### config.mk
export PLATFORM = sky130hd
export DESIGN_NAME = hlrc_emit
export DESIGN_NICKNAME = d
export VERILOG_FILES = /design/src/rtl/hlrc_pkg.sv /design/src/rtl/hlrc_emit.sv
export SDC_FILE = /design/constraint.sdc
export NUM_CORES = 1
export LEC_CHECK = 0
export BUFFER_PORTS_ARGS = -buffer_cell sky130_fd_sc_hd__buf_2
export CAP_MARGIN = 20
export CORE_AREA = 4 4 212 214
export DETAILED_ROUTE_END_ITERATION = 10
export DIE_AREA = 0 0 216 218
export PLACE_DENSITY = 0.59
export SYNTH_ARGS = -nofsm -noshare
export SYNTH_HDL_FRONTEND = slang
export SYNTH_SLANG_ARGS = --single-unit
### constraint.sdc
create_clock -name clk -period 6.5 [get_ports clk]
set_clock_uncertainty 0.2 [all_clocks]
set_input_delay 0.65 -clock clk [delete_from_list [all_inputs] [get_ports clk]]
set_output_delay 0.65 -clock clk [all_outputs]
set_load 0.02 [all_outputs]
### src/rtl/hlrc_pkg.sv
// ---------------------------------------------------------------------------
// Hatch line rectangle clipper: shared types and constants
// Field widths, register codes, line kinds and the saturation helper used by
// the stages of the clipper pipeline.
// ---------------------------------------------------------------------------
package hlrc_pkg;

	localparam int CoordW  = 32;                 // signed Q15.16 coordinate
	localparam int DimW    = 31;                 // unsigned Q15.16 size / pitch
	localparam int IndexW  = 16;                 // signed line index
	localparam int FracW   = 16;                 // fraction bits
	localparam int ModeW   = 2;
	localparam int RegIdxW = 3;
	localparam int OffsW   = DimW + IndexW + 1;  // pitch * index
	localparam int KwRawW  = CoordW + DimW;      // slope * half width, unscaled
	localparam int KwW     = KwRawW - FracW;     // slope * half width, Q15.16
	localparam int SumW    = OffsW + 1;          // offset +/- size terms
	localparam int SplitW  = 24;                 // low slice of the intercept operand
	localparam int ArgHiW  = SumW - SplitW;      // signed high slice
	localparam int PartW   = ArgHiW + CoordW;    // one partial product
	localparam int ProdW   = PartW + SplitW;     // full intercept product
	localparam int SatInW  = ProdW - FracW;      // widest value fed to saturation

	localparam logic [ModeW-1:0] MODE_SLOPED = 2'd0;
	localparam logic [ModeW-1:0] MODE_HORIZ  = 2'd1;

	localparam logic [RegIdxW-1:0] REG_MODE      = 3'd0;
	localparam logic [RegIdxW-1:0] REG_SLOPE     = 3'd1;
	localparam logic [RegIdxW-1:0] REG_INV_SLOPE = 3'd2;
	localparam logic [RegIdxW-1:0] REG_HALF_W    = 3'd3;
	localparam logic [RegIdxW-1:0] REG_HALF_H    = 3'd4;
	localparam logic [RegIdxW-1:0] REG_PITCH     = 3'd5;

	localparam logic [CoordW-1:0] UNITY_Q16 = 32'h0001_0000;

	typedef enum logic [2:0] {
		KIND_HORIZ,
		KIND_VERT,
		KIND_SHALLOW_POS,
		KIND_STEEP_POS,
		KIND_STEEP_NEG,
		KIND_SHALLOW_NEG
	} line_kind_t;

	typedef struct packed {
		logic [ModeW-1:0]         mode;
		logic signed [CoordW-1:0] slope;
		logic signed [CoordW-1:0] inv_slope;
		logic [DimW-1:0]          half_width;
		logic [DimW-1:0]          half_height;
		logic [DimW-1:0]          line_pitch;
	} cfg_t;

	typedef struct packed {
		logic s1;
		logic s2;
		logic s3;
		logic s4;
		logic s5;
	} stage_en_t;

	// yp = kw + o, yn = o - kw, compared with the rectangle's top and bottom
	typedef struct packed {
		logic yp_ge_h;
		logic yp_gt_nh;
		logic yp_lt_nh;
		logic yn_le_nh;
		logic yn_lt_h;
		logic yn_gt_h;
	} edge_flags_t;

	function automatic logic signed [CoordW-1:0] sat_coord(
		input logic signed [SatInW-1:0] v
	);
		if ((&v[SatInW-1:CoordW-1]) || !(|v[SatInW-1:CoordW-1])) begin
			return v[CoordW-1:0];
		end else if (v[SatInW-1]) begin
			return {1'b1, {(CoordW-1){1'b0}}};
		end else begin
			return {1'b0, {(CoordW-1){1'b1}}};
		end
	endfunction

endpackage

### src/rtl/hlrc_emit.sv
// ---------------------------------------------------------------------------
// Hatch line clipper: endpoint selection
// Picks the two clipped endpoints for the line kind and loads the output
// register.
// ---------------------------------------------------------------------------
module hlrc_emit (
	input  logic                                clk,
	input  hlrc_pkg::stage_en_t                 en,
	input  hlrc_pkg::cfg_t                      cfg,
	input  logic signed [hlrc_pkg::SatInW-1:0]  top_q_s4,
	input  logic signed [hlrc_pkg::SatInW-1:0]  bot_q_s4,
	input  logic signed [hlrc_pkg::CoordW-1:0]  yp_sat_s4,
	input  logic signed [hlrc_pkg::CoordW-1:0]  yn_sat_s4,
	input  logic signed [hlrc_pkg::CoordW-1:0]  o_sat_s4,
	input  hlrc_pkg::edge_flags_t               flags_s4,
	input  hlrc_pkg::line_kind_t                kind_s4,
	output logic signed [hlrc_pkg::CoordW-1:0]  x1_s5,
	output logic signed [hlrc_pkg::CoordW-1:0]  y1_s5,
	output logic signed [hlrc_pkg::CoordW-1:0]  x2_s5,
	output logic signed [hlrc_pkg::CoordW-1:0]  y2_s5
);

	logic signed [hlrc_pkg::CoordW-1:0] top_x, bot_x, w_c, nw_c, h_c, nh_c;
	logic signed [hlrc_pkg::CoordW-1:0] x1_d, y1_d, x2_d, y2_d;

	assign top_x = hlrc_pkg::sat_coord(top_q_s4);
	assign bot_x = hlrc_pkg::sat_coord(bot_q_s4);
	assign w_c   = $signed({1'b0, cfg.half_width});
	assign nw_c  = -w_c;
	assign h_c   = $signed({1'b0, cfg.half_height});
	assign nh_c  = -h_c;

	always_comb begin
		// vertical line x = o unless the kind says otherwise
		x1_d = o_sat_s4;
		y1_d = h_c;
		x2_d = o_sat_s4;
		y2_d = nh_c;
		unique case (kind_s4)
			hlrc_pkg::KIND_HORIZ: begin
				x1_d = nw_c;
				y1_d = o_sat_s4;
				x2_d = w_c;
				y2_d = o_sat_s4;
			end
			hlrc_pkg::KIND_VERT: begin
			end
			hlrc_pkg::KIND_SHALLOW_POS: begin
				x1_d = w_c;
				y1_d = yp_sat_s4;
				x2_d = nw_c;
				y2_d = yn_sat_s4;
				if (flags_s4.yp_ge_h) begin
					x1_d = top_x;
					y1_d = h_c;
				end else if (flags_s4.yn_le_nh) begin
					x2_d = bot_x;
					y2_d = nh_c;
				end
			end
			hlrc_pkg::KIND_STEEP_POS: begin
				x1_d = top_x;
				y1_d = h_c;
				x2_d = bot_x;
				y2_d = nh_c;
				if (!flags_s4.yp_ge_h) begin
					x1_d = w_c;
					y1_d = yp_sat_s4;
				end else if (!flags_s4.yn_le_nh) begin
					x2_d = nw_c;
					y2_d = yn_sat_s4;
				end
			end
			hlrc_pkg::KIND_STEEP_NEG: begin
				x1_d = top_x;
				y1_d = h_c;
				x2_d = bot_x;
				y2_d = nh_c;
				if (flags_s4.yn_lt_h) begin
					x1_d = nw_c;
					y1_d = yn_sat_s4;
				end else if (flags_s4.yp_gt_nh) begin
					x2_d = w_c;
					y2_d = yp_sat_s4;
				end
			end
			hlrc_pkg::KIND_SHALLOW_NEG: begin
				x1_d = w_c;
				y1_d = yp_sat_s4;
				x2_d = nw_c;
				y2_d = yn_sat_s4;
				if (flags_s4.yn_gt_h) begin
					x2_d = top_x;
					y2_d = h_c;
				end else if (flags_s4.yp_lt_nh) begin
					x1_d = bot_x;
					y1_d = nh_c;
				end
			end
			default: begin
			end
		endcase
	end

	always_ff @(posedge clk) begin
		if (en.s5) begin
			x1_s5 <= x1_d;
			y1_s5 <= y1_d;
			x2_s5 <= x2_d;
			y2_s5 <= y2_d;
		end
	end

endmodule

==> flow_metrics.tcl <==
set metrics [dict create \
    status "completed" \
    route.detailed.drc 0 \
    cp.buffers_inverters 2 \
    tritoncts "done" \
    peakVddDrop_mv 0.202 \
    grt-ovfl-total 0 \
    clockBufferDepth 2 \
    syn_nets 1660 \
    dr.pass1.iters 10 \
    hold_class "input pin to flip-flop" \
    ant_nets 0 \
    nets 2007 \
    synth-main-ff-cell "edfxtp_1" \
    cts-root-buf "clkbuf_16" \
    die_w_um 216 \
    postCtsSetupRepairBufs 0 \
    yosysSeqAreaShare 0.359 \
    critPathMaxStageDelay_ns 0.55 \
    finalCritPeriodShare 0.578 \
    drive_above_1_share 0.323 \
    syn_inst 1258 \
    crit_path_end_kind "flip-flop" \
    cpMaxStageDelayCell "nand2b_1" \
    clkSinkCount 128 \
    synth_area_leaders "edfxtp_1, a222oi_1, a21oi_1, nand2_1, clkbuf_1" \
    wl_um 62100 \
    async_flop_share 0 \
    placed_cell_area_um2 13400 \
    syn_avg_cell_area_um2 8.50 \
    fin_total_pwr_uw 2860 \
    hold-worst-slack_ns 0.262 \
    tightest_slew_ns 1.12 \
    rsz0062_at_grt "false" \
    port_buffers 426 \
    route.detailed.wl_per_inst_um 28.0 \
    core_area_um2 42900 \
    dieArea_um2 47100 \
    finalSetupViolCount 0 \
    grt_antenna_before_repair 16 \
    grt_pass1_wl_um 87100 \
    syn_to_final_growth_pct 30.2 \
    critPathRequiredTime_ns 6.49 \
    tns_ns 0 \
    grt-busiest-layer "met2" \
    use_met3 0.0844 \
    cts_made_buffers 17 \
    die_h_um 218 \
    post_cts_resized 0 \
    grt_usage 0.251 \
    gp_congestion 0.894 \
    htreeDepth 4 \
    crit_chain "buf_2 -> nand2b_1 -> or3_1 -> nand2_1 -> buf_4 -> a21oi_1 -> o2111ai_1" \
    floorplan.io_pins 528 \
    synth_area_um2 10700 \
    synth_cell_types 65 \
    initial_core_util 0.249 \
    slew_violations 0 \
    nFillCells 4564 \
    p_leak_uw 0.00538 \
    grt_pass1_vias 13000 \
    fin_area_um2 13900 \
    min_period_ns 3.76 \
    cap_violations 0 \
    max_freq_mhz 266 \
    crit_type "input pin to flip-flop" \
    dr.first_iter.drc_count 2014 \
    power.density_nw_per_um2 206 \
    synth_edf_count 128 \
    max-slew-margin-rel 0.252 \
    fp-row-count 76 \
    avgViaCountPerCell 6.01 \
    ctsHoldBuffers 0 \
    met1_usage 0.314 \
    clkSlewWorstSetupHoldPaths_ns 0.06 \
    num_vias 13300 \
    path_max_fanout 21 \
    grtUsageMet2 0.398 \
    grt_max_degree 75 \
    netlist.area_leader.share 0.359 \
    cp.arrival_ns 3.74 \
    ys_ff_latch 128 \
    synth_top_area_cell "edfxtp_1" \
    startpoint_type "input pin" \
    path_delay_family "simple AND/OR/NAND/NOR gates" \
    ys_warn_count 0 \
    hold_viol 0 \
    place_hpwl_um 45400 \
]
cell families (layout without fill, tap and decap cells):
family                   count (synthesis)  count (layout)  share of synthesized area
other                                    0              13                          0
AO/OA/AOI/OAI                          504             504                      0.338
AND/OR/NAND/NOR                        426             426                      0.198
adder cells (fa/ha/maj)                  2               2                    0.00234
multiplexers                             8               8                    0.00843
buffers and inverters                  137             494                     0.0497
flip-flops                             128             128                      0.359
XOR/XNOR                                53              53                     0.0434
synthesized netlist by cell type, drive strengths merged, types with 5 or more instances:
library cell / count
nand2: 149
a21oi: 134
edfxtp: 128
clkbuf: 109
nor2: 85
o21ai: 74
a222oi: 71
nor3: 37
nor4: 34
xnor2: 30
a221o: 28
nand4: 28
o211ai: 28
a21o: 27
nand3: 24
xor2: 23
a211oi: 20
a22oi: 18
or3: 18
o221ai: 17
buf: 15
inv: 13
a221oi: 12
o22a: 10
mux2: 8
o211a: 8
or2: 8
a211o: 7
a31o: 7
and2: 7
nand2b: 7
o21a: 7
nor2b: 6
o22ai: 6
o311ai: 6
nor3b: 5
cell usage in the layout, fill, tap and decap left out, types with 5 or more instances in the layout:
master / n
clkinv_1: 5
xnor2_1: 30
a211o_1: 7
edfxtp_1: 128
nor4_1: 30
a211oi_1: 20
or3_1: 15
nand3_1: 24
clkbuf_16: 17
o21a_1: 7
o21ai_0: 70
a221oi_1: 12
nor3_1: 33
and2_1: 6
buf_2: 425
a221o_1: 28
nand4_1: 28
or2_2: 7
nand2_1: 148
a222oi_1: 71
nor2_1: 84
a31o_2: 7
o211a_1: 8
mux2_2: 8
nor2b_1: 5
diode_2: 13
o211ai_1: 28
o221ai_1: 17
o22a_1: 10
nand2b_1: 7
a21oi_1: 133
a21o_1: 27
inv_1: 13
a22oi_1: 18
xor2_1: 23
o311ai_0: 6
buf_4: 24
report_power, final:
group	switching (uW)	internal (uW)
clock	399	506
sequential	30.0	1040
combinational	588	306
flip-flops by register name, indices dropped and copies added (netlist names):
register  flops
y2_s5        32
y1_s5        32
x1_s5        32
x2_s5        32
path summary, 6_finish.rpt:
| path | start | endpoint | depth (start not counted) |
|---|---|---|---|
| hold / removal | top_q_s4[1] | x2_s5[1] | 2 |
| setup / recovery | kind_s4[2] | x2_s5[16] | 7 |
final cells by class:
class	count	area, um2	area share
Clock inverter	11	76.3	0.00548
Tap cell	585	732	0.0526
Clock buffer	18	429	0.0308
Sequential cell	128	3840	0.276
Inverter	13	48.8	0.00351
Timing Repair Buffer	452	2370	0.170
Multi-Input combinational cell	993	6390	0.459
Antenna cell	13	32.5	0.00234
metrics by stage:
stage               setup slack (ns)   util  std cells
floorplan                       3.41      -       1258
global placement                2.30  0.311       2169
detailed placement              2.32  0.312       2170
CTS                             2.85  0.323       2199
global route                    2.64  0.324       2207
finish                          2.74  0.325       2213
per-layer routing:
layer / vias up / routed length, um
li1: 5748 / -
met1: 6406 / 24500
met2: 959 / 28200
met3: 184 / 6830
met4: 10 / 2420
met5: - / 67
Note: power is estimated with default switching activity, not from simulation.
